### config.mk
export PLATFORM = sky130hd
export DESIGN_NAME = ppd_queue
export DESIGN_NICKNAME = d
export VERILOG_FILES = /design/src/rtl/ppd_pkg.sv /design/src/rtl/ppd_queue.sv
export SDC_FILE = /design/constraint.sdc
export NUM_CORES = 1
export LEC_CHECK = 0
export BUFFER_PORTS_ARGS = -buffer_cell sky130_fd_sc_hd__buf_2
export CAP_MARGIN = 20
export CORE_ASPECT_RATIO = 1.2
export CORE_MARGIN = 3
export CORE_UTILIZATION = 56
export CTS_CLUSTER_SIZE = 16
export DETAILED_ROUTE_END_ITERATION = 12
export GPL_TIMING_DRIVEN = 1
export PLACE_DENSITY = 0.84
export SYNTH_ARGS = -nofsm -noshare
export SYNTH_HDL_FRONTEND = slang
export SYNTH_SLANG_ARGS = --single-unit
### constraint.sdc
create_clock -name clk -period 6.55 [get_ports clk]
set_clock_uncertainty 0.2 [all_clocks]
set_input_delay 1.965 -clock clk [delete_from_list [all_inputs] [get_ports clk]]
set_output_delay 1.965 -clock clk [all_outputs]
set_load 0.005 [all_outputs]
### src/rtl/ppd_pkg.sv
// Shared types and constants for the point to polygon distance block.
package ppd_pkg;

    localparam int OP_W   = 2;
    localparam int CRD_W  = 32;
    localparam int DIST_W = 33;
    localparam int STAT_W = 2;

    // Operation codes of an input word.
    localparam logic [OP_W-1:0] OP_CLEAR  = 2'd0;
    localparam logic [OP_W-1:0] OP_APPEND = 2'd1;
    localparam logic [OP_W-1:0] OP_QUERY  = 2'd2;

    // Status codes of a result word.
    localparam logic [STAT_W-1:0] STATUS_OK   = 2'd0;
    localparam logic [STAT_W-1:0] STATUS_FULL = 2'd1;
    localparam logic [STAT_W-1:0] STATUS_FEW  = 2'd2;

    localparam logic [DIST_W-1:0] DIST_MAX = '1;

    // Classified operation carried through the queue.
    typedef enum logic [1:0] {
        KIND_CLEAR  = 2'd0,
        KIND_APPEND = 2'd1,
        KIND_QUERY  = 2'd2,
        KIND_NOP    = 2'd3
    } kind_t;

    typedef struct packed {
        logic [OP_W-1:0]         operation;
        logic signed [CRD_W-1:0] coord_x;
        logic signed [CRD_W-1:0] coord_y;
    } in_word_t;

    typedef struct packed {
        logic [DIST_W-1:0] distance;
        logic              inside_res;
        logic [STAT_W-1:0] status;
    } res_word_t;

    typedef struct packed {
        logic full;
        logic empty;
    } q_stat_t;

endpackage

### src/rtl/ppd_queue.sv
// Two-entry queue that decouples the front end from the back end.
module ppd_queue #(
    parameter int W = 66
) (
    input  logic             clk,
    input  logic             rst_n,
    input  logic             push,
    input  logic [W-1:0]     push_data,
    input  logic             pop,
    output logic [W-1:0]     head,
    output ppd_pkg::q_stat_t q_stat
);

    logic [W-1:0] slot_reg [2];
    logic         wr_ptr_reg;
    logic         wr_ptr_next;
    logic         rd_ptr_reg;
    logic         rd_ptr_next;
    logic [1:0]   cnt_reg;
    logic [1:0]   cnt_next;
    logic         do_push;
    logic         do_pop;

    assign q_stat.full  = (cnt_reg == 2'd2);
    assign q_stat.empty = (cnt_reg == 2'd0);
    assign do_push      = push && !q_stat.full;
    assign do_pop       = pop && !q_stat.empty;
    assign head         = slot_reg[rd_ptr_reg];

    // Pointer and fill bookkeeping.
    always_comb
    begin
        wr_ptr_next = do_push ? !wr_ptr_reg : wr_ptr_reg;
        rd_ptr_next = do_pop ? !rd_ptr_reg : rd_ptr_reg;
        cnt_next    = cnt_reg + {1'b0, do_push} - {1'b0, do_pop};
    end

    always_ff @(posedge clk or negedge rst_n)
    begin
        if (!rst_n)
        begin
            wr_ptr_reg <= 1'b0;
            rd_ptr_reg <= 1'b0;
            cnt_reg    <= 2'd0;
        end
        else
        begin
            wr_ptr_reg <= wr_ptr_next;
            rd_ptr_reg <= rd_ptr_next;
            cnt_reg    <= cnt_next;
        end
    end

    // Storage slots.
    always_ff @(posedge clk)
    begin
        if (do_push)
        begin
            slot_reg[wr_ptr_reg] <= push_data;
        end
    end

endmodule

== Word level (Yosys, flattened, before mapping) ==
Memories as Yosys holds them, arrays and structs flattened.
Cells that the tools add are included.

* Register bits: 4
* Bits in writable memories: 132
* Input port bits: 70
* Output and inout bits: 68
* Memories: 1

* Add/sub/neg operators: 2
* Equality and inequality tests: 1
* Muxes and demuxes: 2
* Reductions and logical operators: 7

{| class="wikitable"
|+ Memory list
! memory !! depth !! bits a word !! rd ports !! clocked after memory_dff !! wr ports !! RTL line !! RTL
|-
| slot_reg || 2 || 66 || 1 || 0 || 1 || ppd_queue.sv:14 || <nowiki>logic [W-1:0] slot_reg [2];</nowiki>
|}

{| class="wikitable"
|+ Operator list
! cell !! number
|-
| 1-bit logical NOT || 4
|-
| 2-bit by 1-bit adder with 2-bit output || 1
|-
| 2-bit == test (second input constant) || 1
|-
| 1-bit logical AND || 2
|-
| 2-bit logical NOT || 1
|-
| 1-bit two-way mux || 2
|-
| 2-bit by 1-bit subtractor with 2-bit output || 1
|}

== Longest topological paths before layout ==
* Word-level depth: 5
* Mapped depth: 7

== Worst setup path before layout ==
No wires, ideal clock.

* Path type: input to register
* From: in push
* To: mem slot_reg[0][0] (enable)
* Library setup time: 0.490 ns
* Arrival: 4.818 ns
* Slack: 1.042 ns
* Stages on the path: 2
* Buffers on the path: 0
* Cell sequence: nand2_1 > nor2_1

* Longest elaborated chain between the ends: 3

{| class="wikitable"
|+ RTL lines
! element !! RTL line !! RTL
|-
| start, declared || ppd_queue.sv:7 || <nowiki>input logic push,</nowiki>
|-
| 1-bit logical AND || ppd_queue.sv:26 || <nowiki>assign do_push = push && !q_stat.full;</nowiki>
|-
| 1-bit two-way mux || ppd_queue.sv:57 || <nowiki>if (do_push)</nowiki>
|-
| 1-bit two-way mux (implied by the code) || ppd_queue.sv:59 || <nowiki>slot_reg[wr_ptr_reg] <= push_data;</nowiki>
|-
| end, declared || ppd_queue.sv:14 ||
|}

No other way between the ends.

== Worst setup path after layout ==
* From: reg rd_ptr_reg
* To: out head[5]

* Longest elaborated chain between the ends: 1

{| class="wikitable"
|+ RTL lines
! element !! RTL line !! RTL
|-
| start, declared || ppd_queue.sv:17 || <nowiki>logic rd_ptr_reg;</nowiki>
|-
| start signal, assigned || ppd_queue.sv:49 || <nowiki>rd_ptr_reg <= rd_ptr_next;</nowiki>
|-
| memory read 2 x 66 bit || n/a ||
|-
| end, declared || ppd_queue.sv:10 || <nowiki>output logic [W-1:0] head,</nowiki>
|}

No other way between the ends.

==> results by group <==
Hold path
  – Hold path depth: 1
  – Hold Path Sink: cnt_reg[1]
  – Min-delay src: cnt_reg[1]
  – Hold/Removal Path Class: reg2reg

Placed design
  – GP Congestion: roughly 0.74
  – Port Buf Inserts: roughly 140
  – Inst Count DP: between 400 and 500
  – Hpwl dp: ~5500 um
  – Post-DP Area: 5880 um2
  – Setup WS pre-CTS: ~2.4 ns

Logic synthesis
  – Top post-synthesis cells by area: edfxtp_1 (78%), mux2_4 (8.9%), mux2_2 (8.0%), dfrtp_1 (2.0%), buf_6 (0.67%)
  – Post-synth top area share: between 70 and 80%
  – Synth Area in Adders: less than 1%
  – Area leader, netlist: edfxtp_1
  – Unique masters post-synth: 16
  – Main synth FF type: edfxtp_1
  – Most numerous cell in the Yosys netlist: edfxtp_1
  – Top post-synthesis cells by count: edfxtp_1 (132), mux2_2 (36), mux2_4 (30)
  – Flops & latches, synth: about 140
  – Compound-cell area share of the yosys netlist: 0%
  – Synth async-reset ratio: under 10%
  – EDFF count, synth: around 130
  – Mux contribution to synthesized area: between 10% and 20%
  – Mean Syn Cell Area: around 23 um2
  – Post-Synth XOR/XNOR Area: less than 1%
  – Synth Net Count: 295
  – Sequential area share after synthesis: between 80% and 90%
  – Simple-gate area share of the yosys netlist: 0.592%
  – Syn Inst Count: 223
  – Main combinational cell family by area after synthesis: multiplexers
  – Synth Warn #: 0
  – Mapped cell area: roughly 5100 um2

Pwr
  – Tot Pwr: 2.96 mW
  – Clock power share: a little under a third
  – Comb pwr share: about a quarter
  – Sequential share of power: between 40% and 50%
  – Static Leak: roughly 2.6 nW
  – Pwr/cell area: between 400 and 500 nW/um2
  – Int Power: 2.20 mW
  – Sw Ratio: roughly a quarter
  – NetSw: roughly 770 uW
  – VDD IR max: ~0.38 mV

STA
  – Minimum clock period: between 4 and 5 ns
  – Slack of the critical path: roughly 2.2 ns
  – Hold WS: around 0.32 ns
  – Hold Fails Final Rpt: 0
  – Relative slew margins: 30.5%
  – Max Slew Vio Count: 0
  – FMAX: around 230 MHz
  – Total negative slack for setup checks: 0 ns
  – Final period util: 67.0%
  – RSZ-0062 raised after global routing: no
  – Worst Tran Pin Value: between 1 and 1.5 ns
  – Endpoints failing setup: 0

Setup path
  – CP Max Fanout: between 60 and 70
  – Worst R2R Start: cnt_reg[1]
  – Setup crit start kind: flop
  – Critical path endpoint category: output pin
  – CP required: about 4.4 ns
  – R2R depth: 3
  – Reg-to-reg slack, setup: roughly 4.2 ns
  – Critical Path AT: ~2.2 ns
  – Setup CP Type: reg2out
  – Reg-to-reg critical path endpoint: slot_reg[1][2]

Drt
  – Vias per cell: about 5
  – Iteration-0 DRC Markers: 139
  – Vias: 2,537
  – # DRC: 0
  – Remaining antenna violation count: 0
  – Final WL: approximately 8300 um
  – Drt pass-1 iters: 4
  – Wire length per cell: 16.5 um

GRT
  – GRT overflow: 0
  – First-pass GRT wire length: about 12,000 um
  – Vias in the first global route: 2,570
  – Largest net degree at the start of global routing: just under 70
  – GRT Total Usage: 16.5%
  – Initial antenna violation count: 0

Clock network
  – Post-cts resize count: 0
  – Cts hold-fix bufs: 0
  – Max Root-Sink Buffers: 2
  – Clk sink count: 136
  – Num CTS Buffers: 17
  – Clk_lat worst skew: 0.51 ns
  – Clock-pin slew on the worst setup and hold paths: around 0.06 ns
  – Postcts setup bufs: 0
  – H-Tree Depth: 4
  – CTS tree: built
  – Root buf cell: clkbuf_8

Floorplan
  – I/O pin total: roughly 140
  – Die footprint: ~10,000 um2
  – Site Rows: 37
  – Die Span X: 92.9 um
  – Core ar.: approximately 8700 um2
  – Initial Util: between 50% and 60%
  – Die H: roughly 110 um

Cells and area
  – P&R area growth vs syn: 28.0%
  – Final core occ: between 70% and 80%
  – Share of cells above drive strength 1: approximately 62%
  – Final Non-Filler Cells: just over 500
  – Final instance area: between 6000 and 7000 um2
  – Fin nets: 447
  – Antenna cells: 0
  – Largest register FFs: between 100 and 150

Run status
  – Status: complete, no violations

Flow run
  – Max cap viols: 0
==> layout by cell type, fill, tap and decap left out, types with 2 or more instances in the layout <==
cell type / instances
buf_4: 2
clkinv_2: 2
mux2_4: 30
buf_2: 137
clkinv_4: 3
edfxtp_1: 132
mux2_2: 36
clkbuf_16: 16
bufinv_16: 3
inv_6: 2
xnor2_1: 3
ha_1: 2
clkinvlp_4: 4
inv_1: 2
dfrtp_1: 3
==> final cells by class <==
class                      count  area (um2)
fill                         545        2210
inverter                       2        7.51
timing repair buffer         140         728
multi-input combinational     78         955
clock buffer                  18         418
clock inverter                14         174
tap                          117         146
sequential                   136        4070
==> layer usage <==
| layer | routed length [um] | track usage, % |
|---|---|---|
| met5 | 0 | 0 |
| met2 | 4420 | 28.2 |
| met4 | 169 | 9.21 |
| met3 | 578 | 5.77 |
| met1 | 3150 | 18.1 |
==> power groups by stage <==
stage | logic, mW | registers (mW) | clock network (mW)
4_1_cts | 0.707 | 1.34 | 0.937
3_3_place_gp | 0.694 | 1.34 | 0
3_5_place_dp | 0.705 | 1.36 | 0
5_1_grt | 0.765 | 1.36 | 0.982
2_1_floorplan | 0.524 | 1.26 | 0
6_report | 0.703 | 1.34 | 0.923
==> worst max-delay path by stage <==
stage          slack [ns]        from  depth (start not counted)         endpoint
6_report             2.16  rd_ptr_reg                          2          head[5]
5_1_grt              2.06  rd_ptr_reg                          2         head[18]
4_1_cts              2.12  rd_ptr_reg                          2         head[65]
3_5_place_dp         2.36        push                          4  slot_reg[0][14]
3_3_place_gp         2.42        push                          4   slot_reg[0][9]
2_1_floorplan        1.04        push                          2   slot_reg[0][0]
==> cells by family after synthesis <==
family / count (synthesis)
muxes: 66
buffers and inverters: 9
adders and majority gates: 2
DFF: 136
xor gates and xnor gates: 4
and+or+nand+nor: 6
==> critical path, cell delays in order (launching register included) <==
cell and delay (ns):
dfrtp_4 1.11, mux2_2 0.43, buf_2 0.13
(Power assumes the default switching activity.)
